File: config.mk
export PLATFORM = sky130hd
export DESIGN_NAME = nibble_framebuffer_line_raster_core
export DESIGN_NICKNAME = d
export VERILOG_FILES = /design/src/rtl/nfb_pkg.sv /design/src/rtl/nfb_setup.sv /design/src/rtl/nfb_div.sv /design/src/rtl/nibble_framebuffer_line_raster_core.sv
export SDC_FILE = /design/constraint.sdc
export NUM_CORES = 1
export LEC_CHECK = 0
export ABC_AREA = 1
export BUFFER_PORTS_ARGS = -buffer_cell sky130_fd_sc_hd__buf_2
export CORE_MARGIN = 2
export CORE_UTILIZATION = 25
export CTS_BUF_LIST = sky130_fd_sc_hd__clkbuf_8
export DETAILED_ROUTE_END_ITERATION = 8
export PLACE_DENSITY = 0.5
export SLEW_MARGIN = 0
export SYNTH_ARGS = -nofsm -noshare
export SYNTH_HDL_FRONTEND = slang
export SYNTH_HIERARCHICAL = 1
export SYNTH_SLANG_ARGS = --single-unit
export TNS_END_PERCENT = 50
File: constraint.sdc
create_clock -name clock -period 9.02 [get_ports clock]
set_input_delay 1.804 -clock clock [delete_from_list [all_inputs] [get_ports clock]]
set_output_delay 1.804 -clock clock [all_outputs]
set_load 0.1 [all_outputs]
File: src/rtl/nfb_pkg.sv
// Shared types, widths and codes of the nibble framebuffer line engine.
// No dependencies.
package nfb_pkg;

   localparam int MAX_DIM    = 1024;
   localparam int FRAC_BITS  = 15;
   localparam int COORD_W    = $clog2(MAX_DIM);
   localparam int SLOPE_W    = FRAC_BITS + 1;
   localparam int CNT_W      = COORD_W + 1;
   localparam int DIM_W      = COORD_W + 1;
   localparam int ROW_W      = 10;
   localparam int ADDR_W     = 19;
   localparam int PEN_W      = 4;
   localparam int CSR_DATA_W = 11;
   localparam int CSR_IDX_W  = 2;
   localparam int DIV_CNT_W  = $clog2(SLOPE_W);

   // command codes
   localparam logic CMD_START = 1'b0;
   localparam logic CMD_TICK  = 1'b1;

   // register indexes
   localparam logic [CSR_IDX_W-1:0] CSR_ROW_BYTES     = 2'd0;
   localparam logic [CSR_IDX_W-1:0] CSR_SCREEN_WIDTH  = 2'd1;
   localparam logic [CSR_IDX_W-1:0] CSR_SCREEN_HEIGHT = 2'd2;

   // register reset values
   localparam logic [ROW_W-1:0] ROW_BYTES_RST     = 10'd160;
   localparam logic [DIM_W-1:0] SCREEN_WIDTH_RST  = 11'd320;
   localparam logic [DIM_W-1:0] SCREEN_HEIGHT_RST = 11'd240;

   typedef struct packed {
      logic               cmd;
      logic [COORD_W-1:0] x_start;
      logic [COORD_W-1:0] y_start;
      logic [COORD_W-1:0] x_end;
      logic [COORD_W-1:0] y_end;
      logic [PEN_W-1:0]   pen;
   } req_type;

   typedef struct packed {
      logic [ADDR_W-1:0] write_address;
      logic              high_nibble;
      logic [PEN_W-1:0]  pixel_value;
      logic              last;
   } rsp_type;

   // decoded start command
   typedef struct packed {
      logic               ok;
      logic               span;
      logic [COORD_W-1:0] cur_x;
      logic [COORD_W-1:0] cur_y;
      logic [CNT_W-1:0]   pixels_left;
      logic               x_major;
      logic               y_down;
      logic [COORD_W-1:0] minor;
      logic [COORD_W-1:0] major;
   } setup_type;

   // divider launch
   typedef struct packed {
      logic               start;
      logic [COORD_W-1:0] num;
      logic [COORD_W-1:0] den;
   } div_req_type;

endpackage

File: src/rtl/nfb_setup.sv
// Start command decode: endpoint bounds check, span detection, swap to rising x.
// Depends on nfb_pkg.
module nfb_setup
   import nfb_pkg::*;
(
   input  req_type            cmd_in,
   input  logic [DIM_W-1:0]   screen_width,
   input  logic [DIM_W-1:0]   screen_height,
   output setup_type          setup
);

   logic [COORD_W-1:0] adx;
   logic [COORD_W-1:0] ady;
   logic               swap;
   logic [COORD_W-1:0] x0;
   logic [COORD_W-1:0] y0;
   logic [COORD_W-1:0] y1;
   logic               x_dom;

   // absolute deltas and endpoint order
   assign adx   = (cmd_in.x_start > cmd_in.x_end) ? cmd_in.x_start - cmd_in.x_end
                                                  : cmd_in.x_end - cmd_in.x_start;
   assign ady   = (cmd_in.y_start > cmd_in.y_end) ? cmd_in.y_start - cmd_in.y_end
                                                  : cmd_in.y_end - cmd_in.y_start;
   assign swap  = cmd_in.x_end < cmd_in.x_start;
   assign x0    = swap ? cmd_in.x_end   : cmd_in.x_start;
   assign y0    = swap ? cmd_in.y_end   : cmd_in.y_start;
   assign y1    = swap ? cmd_in.y_start : cmd_in.y_end;
   assign x_dom = adx > ady;

   // pick span or slope walk
   always_comb begin
      setup.ok = ({1'b0, cmd_in.x_start} < screen_width)
              && ({1'b0, cmd_in.x_end}   < screen_width)
              && ({1'b0, cmd_in.y_start} < screen_height)
              && ({1'b0, cmd_in.y_end}   < screen_height);
      setup.minor = x_dom ? ady : adx;
      setup.major = x_dom ? adx : ady;
      if (cmd_in.y_start == cmd_in.y_end) begin
         setup.span        = 1'b1;
         setup.cur_x       = x0;
         setup.cur_y       = cmd_in.y_start;
         setup.pixels_left = {1'b0, adx} + CNT_W'(1);
         setup.x_major     = 1'b1;
         setup.y_down      = 1'b1;
      end else if (cmd_in.x_start == cmd_in.x_end) begin
         setup.span        = 1'b1;
         setup.cur_x       = cmd_in.x_start;
         setup.cur_y       = (cmd_in.y_start < cmd_in.y_end) ? cmd_in.y_start : cmd_in.y_end;
         setup.pixels_left = {1'b0, ady} + CNT_W'(1);
         setup.x_major     = 1'b0;
         setup.y_down      = 1'b1;
      end else begin
         setup.span        = 1'b0;
         setup.cur_x       = x0;
         setup.cur_y       = y0;
         setup.pixels_left = {1'b0, (x_dom ? adx : ady)};
         setup.x_major     = x_dom;
         setup.y_down      = y1 > y0;
      end
   end

endmodule

File: src/rtl/nfb_div.sv
// Restoring divider for the line slope: (num << FRAC_BITS) / den, one quotient bit a cycle.
// Depends on nfb_pkg; expects num <= den and den nonzero.
module nfb_div
   import nfb_pkg::*;
(
   input  logic                clock,
   input  logic                reset,
   input  div_req_type         div_req,
   output logic                div_done,
   output logic [SLOPE_W-1:0]  quotient
);

   logic                 run_ff,  run_in;
   logic                 done_ff, done_in;
   logic [DIV_CNT_W-1:0] cnt_ff,  cnt_in;
   logic [COORD_W-1:0]   rem_ff,  rem_in;
   logic [COORD_W-1:0]   den_ff,  den_in;
   logic [SLOPE_W-1:0]   lo_ff,   lo_in;
   logic [SLOPE_W-1:0]   quo_ff,  quo_in;
   logic [COORD_W:0]     shifted;
   logic [COORD_W:0]     trial;
   logic                 fits;

   // shared subtract and compare
   assign shifted = {rem_ff, lo_ff[SLOPE_W-1]};
   assign trial   = shifted - {1'b0, den_ff};
   assign fits    = shifted >= {1'b0, den_ff};

   // sequence the quotient bits
   always_comb begin
      run_in  = run_ff;
      done_in = 1'b0;
      cnt_in  = cnt_ff;
      rem_in  = rem_ff;
      den_in  = den_ff;
      lo_in   = lo_ff;
      quo_in  = quo_ff;
      if (div_req.start) begin
         run_in = 1'b1;
         cnt_in = '0;
         rem_in = div_req.num >> 1;
         den_in = div_req.den;
         lo_in  = {div_req.num[0], {FRAC_BITS{1'b0}}};
         quo_in = '0;
      end else if (run_ff) begin
         rem_in = fits ? trial[COORD_W-1:0] : shifted[COORD_W-1:0];
         lo_in  = {lo_ff[SLOPE_W-2:0], 1'b0};
         quo_in = {quo_ff[SLOPE_W-2:0], fits};
         cnt_in = cnt_ff + DIV_CNT_W'(1);
         if (cnt_ff == DIV_CNT_W'(SLOPE_W - 1)) begin
            run_in  = 1'b0;
            done_in = 1'b1;
         end
      end
   end

   always_ff @(posedge clock) begin
      if (reset) begin
         run_ff  <= 1'b0;
         done_ff <= 1'b0;
      end else begin
         run_ff  <= run_in;
         done_ff <= done_in;
      end
   end

   always_ff @(posedge clock) begin
      cnt_ff <= cnt_in;
      rem_ff <= rem_in;
      den_ff <= den_in;
      lo_ff  <= lo_in;
      quo_ff <= quo_in;
   end

   assign div_done = done_ff;
   assign quotient = quo_ff;

endmodule

File: src/rtl/nibble_framebuffer_line_raster_core.sv
// Line engine for a 4-bit-per-pixel framebuffer: sequencer, DDA walker, output register.
// Depends on nfb_pkg, nfb_setup and nfb_div.
//
// Usage:
//  - req channel carries commands: cmd start latches endpoints and pen, cmd tick asks
//    for the next pixel write of the current line.
//  - rsp channel carries one beat per tick while a line is active: byte address
//    y*row_bytes + x/2, nibble select (odd x is high), pen and a last flag.
//  - csr port writes row_bytes, screen_width and screen_height; write only while idle.
//  - A tick's beat appears in the output register the next cycle,
//    and ticks may follow every cycle while rsp is not stalled.
//  - A start of a sloped line waits for its slope: the slope comes from a
//    restoring divider that produces one quotient bit a cycle (FRAC_BITS + 1 bits)
//    and is then handed back to the sequencer; req_stall is high meanwhile.
//    Spans and rejected starts do not wait for the divider.
//  - A start with an endpoint outside the screen is dropped and leaves the line alone.
//  - Reset clears the line, the output valid flag and loads the register defaults.
//  - While rsp is stalled with a beat waiting, the beat holds and req_stall is high.
module nibble_framebuffer_line_raster_core
   import nfb_pkg::*;
(
   input  logic                  clock,
   input  logic                  reset,
   input  logic                  req_valid,
   output logic                  req_stall,
   input  req_type               req_payload,
   output logic                  rsp_valid,
   input  logic                  rsp_stall,
   output rsp_type               rsp_payload,
   input  logic                  csr_write_enable,
   input  logic [CSR_IDX_W-1:0]  csr_index,
   input  logic [CSR_DATA_W-1:0] csr_write_data
);

   localparam logic ST_IDLE = 1'b0;
   localparam logic ST_DIV  = 1'b1;
   localparam logic [SLOPE_W-1:0] ONE_FIX = SLOPE_W'(1) << FRAC_BITS;

   logic                     state_ff,     state_in;
   logic                     busy_ff,      busy_in;
   logic                     rsp_valid_ff, rsp_valid_in;
   logic [ROW_W-1:0]         row_bytes_ff, row_bytes_in;
   logic [DIM_W-1:0]         width_ff,     width_in;
   logic [DIM_W-1:0]         height_ff,    height_in;
   logic [COORD_W-1:0]       cur_x_ff,     cur_x_in;
   logic [COORD_W-1:0]       cur_y_ff,     cur_y_in;
   logic [CNT_W-1:0]         left_ff,      left_in;
   logic [SLOPE_W-1:0]       acc_ff,       acc_in;
   logic [SLOPE_W-1:0]       slope_ff,     slope_in;
   logic                     x_major_ff,   x_major_in;
   logic                     y_down_ff,    y_down_in;
   logic [PEN_W-1:0]         pen_ff,       pen_in;
   rsp_type                  rsp_ff,       rsp_in;

   setup_type                setup;
   div_req_type              div_req;
   logic                     div_done;
   logic [SLOPE_W-1:0]       quotient;
   logic                     out_free;
   logic                     accept;
   logic                     start_go;
   logic                     tick_go;
   logic [COORD_W+ROW_W-1:0] row_off;
   logic [ADDR_W-1:0]        addr;
   logic [CNT_W-1:0]         left_dec;
   logic [SLOPE_W-1:0]       acc_sum;
   logic                     carry;

   function automatic logic [COORD_W-1:0] y_next(input logic [COORD_W-1:0] y,
                                                 input logic down);
      y_next = down ? y + COORD_W'(1) : y - COORD_W'(1);
   endfunction

   nfb_setup u_setup (
      .cmd_in        (req_payload),
      .screen_width  (width_ff),
      .screen_height (height_ff),
      .setup         (setup)
   );

   nfb_div u_div (
      .clock    (clock),
      .reset    (reset),
      .div_req  (div_req),
      .div_done (div_done),
      .quotient (quotient)
   );

   // handshake
   assign out_free  = !rsp_valid_ff || !rsp_stall;
   assign req_stall = (state_ff != ST_IDLE) || !out_free;
   assign accept    = req_valid && !req_stall;
   assign start_go  = accept && (req_payload.cmd == CMD_START) && setup.ok;
   assign tick_go   = accept && (req_payload.cmd == CMD_TICK) && busy_ff;

   assign div_req.start = start_go && !setup.span;
   assign div_req.num   = setup.minor;
   assign div_req.den   = setup.major;

   // pixel address and DDA step
   assign row_off  = cur_y_ff * row_bytes_ff;
   assign addr     = row_off[ADDR_W-1:0] + ADDR_W'(cur_x_ff >> 1);
   assign left_dec = left_ff - CNT_W'(1);
   assign acc_sum  = acc_ff + slope_ff;
   assign carry    = acc_sum[FRAC_BITS];

   // next state
   always_comb begin
      state_in     = state_ff;
      busy_in      = busy_ff;
      cur_x_in     = cur_x_ff;
      cur_y_in     = cur_y_ff;
      left_in      = left_ff;
      acc_in       = acc_ff;
      slope_in     = slope_ff;
      x_major_in   = x_major_ff;
      y_down_in    = y_down_ff;
      pen_in       = pen_ff;
      rsp_in       = rsp_ff;
      rsp_valid_in = rsp_valid_ff && rsp_stall;

      case (state_ff)
         ST_IDLE: begin
            if (start_go) begin
               busy_in    = 1'b1;
               cur_x_in   = setup.cur_x;
               cur_y_in   = setup.cur_y;
               left_in    = setup.pixels_left;
               x_major_in = setup.x_major;
               y_down_in  = setup.y_down;
               pen_in     = req_payload.pen;
               acc_in     = '0;
               slope_in   = '0;
               if (!setup.span) begin
                  state_in = ST_DIV;
               end
            end else if (tick_go) begin
               rsp_valid_in          = 1'b1;
               rsp_in.write_address  = addr;
               rsp_in.high_nibble    = cur_x_ff[0];
               rsp_in.pixel_value    = pen_ff;
               rsp_in.last           = (left_dec == '0);
               left_in               = left_dec;
               if (left_dec == '0) begin
                  busy_in = 1'b0;
               end
               // advance major axis, then minor on carry
               if (x_major_ff) begin
                  cur_x_in = cur_x_ff + COORD_W'(1);
                  cur_y_in = carry ? y_next(cur_y_ff, y_down_ff) : cur_y_ff;
               end else begin
                  cur_y_in = y_next(cur_y_ff, y_down_ff);
                  cur_x_in = carry ? cur_x_ff + COORD_W'(1) : cur_x_ff;
               end
               acc_in = carry ? acc_sum - ONE_FIX : acc_sum;
            end
         end
         ST_DIV: begin
            if (div_done) begin
               slope_in = quotient;
               state_in = ST_IDLE;
            end
         end
         default: begin
            state_in = ST_IDLE;
         end
      endcase
   end

   // configuration writes
   always_comb begin
      row_bytes_in = row_bytes_ff;
      width_in     = width_ff;
      height_in    = height_ff;
      if (csr_write_enable) begin
         case (csr_index)
            CSR_ROW_BYTES:     row_bytes_in = csr_write_data[ROW_W-1:0];
            CSR_SCREEN_WIDTH:  width_in     = csr_write_data[DIM_W-1:0];
            CSR_SCREEN_HEIGHT: height_in    = csr_write_data[DIM_W-1:0];
            default:           row_bytes_in = row_bytes_ff;
         endcase
      end
   end

   always_ff @(posedge clock) begin
      if (reset) begin
         state_ff     <= ST_IDLE;
         busy_ff      <= 1'b0;
         rsp_valid_ff <= 1'b0;
         row_bytes_ff <= ROW_BYTES_RST;
         width_ff     <= SCREEN_WIDTH_RST;
         height_ff    <= SCREEN_HEIGHT_RST;
      end else begin
         state_ff     <= state_in;
         busy_ff      <= busy_in;
         rsp_valid_ff <= rsp_valid_in;
         row_bytes_ff <= row_bytes_in;
         width_ff     <= width_in;
         height_ff    <= height_in;
      end
   end

   always_ff @(posedge clock) begin
      cur_x_ff   <= cur_x_in;
      cur_y_ff   <= cur_y_in;
      left_ff    <= left_in;
      acc_ff     <= acc_in;
      slope_ff   <= slope_in;
      x_major_ff <= x_major_in;
      y_down_ff  <= y_down_in;
      pen_ff     <= pen_in;
      rsp_ff     <= rsp_in;
   end

   assign rsp_valid   = rsp_valid_ff;
   assign rsp_payload = rsp_ff;

endmodule

==> impl_metrics.tcl <==
set metrics [dict create \
    drtIter0Drc 915 \
    place.port_buffers 89 \
    cts_tree "done" \
    path_clk_slew_ns 0.12 \
    clock-sinks 172 \
    grt_max_degree 46 \
    synth_common_cells "nand2_1 (552), inv_1 (400), ha_1 (179)" \
    vias_per_cell 4.49 \
    report.final.slew_viol_count 0 \
    cts_inserted_buffers 17 \
    vias 14300 \
    period_share 0.680 \
    yosysMostFrequentCell "nand2_1" \
    gp_congestion 0.880 \
    postCtsSetupBuffers 0 \
    synth.area.top_cells "edfxtp_1 (20%), ha_1 (13%), nand2_1 (12%)" \
    synth-edff-count 114 \
    ys_seq_area_frac 0.272 \
    power.density_nw_per_um2 140 \
    antenna_found_initial 6 \
    postSynth.asyncResetShare 0 \
    die_y_um 264 \
    path_max_fanout 31 \
    synth_top_area_share 0.203 \
    rsz0062_at_grt "false" \
    tightestPinTransition_ns 0.936 \
    finalSetupTns_ns 0 \
    p_total_w 0.00261 \
    outcome "finished, final reports clean" \
    final_util 0.277 \
    syn-instance-count 2253 \
    end_kind "flop" \
    drtAntennaViolNets 0 \
    worstSetupStartpointType "primary input" \
    globalRouteOverflowTotal 0 \
    maxCapViolations 0 \
    hold_path_class "flop to flop" \
    drc 0 \
    ys.warnings.count 6 \
    skew_ns 0.0275 \
    wl_um 47000 \
    cts-resized-gates 0 \
    cts_buffer_depth 2 \
    fmax_mhz 163 \
    p_leak_nw 9.30 \
    wl_per_cell_um 14.7 \
    clock-root-buffer "clkbuf_8" \
    synthFlopType "edfxtp_1" \
    first_pass_iters 5 \
    arrival_ns 6.40 \
    hold_buffers 0 \
    num_io_pins 90 \
    nets 2619 \
    irDropWorstVdd_v 0.0000652 \
    grt_pass1_vias 13800 \
    crit_required_ns 9.28 \
    die_x_um 264 \
    ys_types 62 \
    die-area_um2 69600 \
    core_region_area_um2 67000 \
    drive_gt1_frac 0.0977 \
    ys_ff_latch 172 \
    dp_hpwl_um 38100 \
    maxSlewHeadroom 0.375 \
    synth_fp_nets 2572 \
    htreeDepth 4 \
    rows 95 \
    synth_largest_area_cell "edfxtp_1" \
    grt_pass1_wl_um 75200 \
    clk_latency_ns 0.56 \
    grt_util_all_layers 0.138 \
    initial_core_util 0.252 \
    crit_type "primary input to flop" \
    netlist_area_um2 16900 \
    syn_to_final_growth_pct 9.99 \
    fin_crit_ns 6.13 \
    setup_viol 0 \
    avgSynthCellArea_um2 7.49 \
    finalHoldViolCount 0 \
]
-- registers in the layout (all words and copies together) (netlist names), 10 cells and up --
name / flops
cur_x_ff: 10
slope_ff: 16
u_div/quotient: 16
acc_ff: 16
u_div/rem_ff: 10
cur_y_ff: 10
rsp_payload: 25
width_ff: 11
u_div/den_ff: 10
height_ff: 11
row_bytes_ff: 10
left_ff: 11
-- cells by family after synthesis --
kind of cell,after synthesis,share of synthesized area
other,1,0.000222
xor gates and xnor gates,63,0.0327
AOI/OAI and AO/OA,328,0.112
buffers and inverters,486,0.114
and+or+nand+nor,947,0.245
DFF,172,0.272
adders and majority gates,256,0.224
-- metal layers --
metal / track usage / vias to the layer above / wire, um
li1: - / 7348 / -
met1: 0.193 / 6650 / 23300
met2: 0.219 / 275 / 20900
met3: 0.0248 / 44 / 2160
met4: 0.0319 / 6 / 660
met5: 0 / - / 34
-- path summary, 6_finish.rpt --
check                                startpoint              end  slack (ns)  cells past startpoint
worst min-delay path                  pen_ff[0]   rsp_payload[1]        0.44                      0
worst max register to register      cur_y_ff[0]  rsp_payload[22]        3.81                     15
worst max-delay path            req_payload[11]       left_ff[4]        2.89                     23
worst min register to register        pen_ff[0]   rsp_payload[1]        0.44                      0
-- layout make-up --
type	instances	area [um^2]
Antenna cell	4	10.0
Clock buffer	17	234
Clock inverter	15	204
Fill cell	7440	48500
Inverter	418	1570
Multi-Input combinational cell	1595	10400
Sequential cell	172	4580
Tap cell	873	1090
Timing Repair Buffer	96	498
-- metrics by stage --
stage	std cells	setup WS, ns	hold WS (ns)	cell area (um^2)
2_1_floorplan	2253	4.09	0.400	16900
3_3_place_gp	3154	2.52	0.402	18100
3_5_place_dp	3154	2.41	0.410	18100
4_1_cts	3186	3.01	0.442	18600
5_1_grt	3187	2.42	0.461	18600
6_report	3190	2.89	0.439	18600
-- worst max-delay path, stage by stage --
cell      delay, ns
buf_2          0.12
inv_1          0.06
ha_1           0.47
nand2_2        0.14
nor2_1         0.20
nand2_1        0.32
nand2_2        0.49
inv_1          0.21
nand2_1        0.11
nand2_1        0.18
ha_1           0.34
nand2_1        0.06
inv_1          0.05
nand3_1        0.09
nor3b_1        0.19
nand3_1        0.11
nand3b_1       0.40
nand2_2        0.55
nand2_1        0.13
nand3_1        0.09
nand3_1        0.09
nor2_1         0.14
a31oi_1        0.06
-- cells in the final DEF, fill, tap and decap left out, types with 6 or more instances in the layout --
cell type	synthesis	layout
a21oi_2	6	6
nor2_2	14	15
xnor2_1	19	19
o21bai_1	6	6
clkbuf_8	0	17
nor3_1	10	10
o21ai_1	21	21
o221ai_1	10	10
inv_2	15	15
o21ai_0	102	102
nor2_1	140	139
a21o_1	9	9
dfxtp_1	58	58
nand3_1	133	133
nand4_1	24	24
inv_1	400	400
nand3_2	15	15
edfxtp_1	114	114
buf_2	18	89
o22ai_1	14	14
xor2_1	44	44
o211ai_1	8	8
a21oi_1	113	113
nand2_2	25	25
nand2_1	552	552
fa_1	77	77
a31oi_1	15	15
and2_1	10	10
buf_4	7	7
clkinv_8	0	6
ha_1	179	179
-- where the power goes --
part | internal [W] | leakage (nW) | total [W] | switching [W]
Sequential | 0.000921 | 1.54 | 0.000960 | 0.0000393
Combinational | 0.000369 | 7.54 | 0.00105 | 0.000678
Clock | 0.000219 | 0.215 | 0.000600 | 0.000380
Total | 0.00151 | 9.30 | 0.00261 | 0.00110
Note: power is estimated with default switching activity, not from simulation.
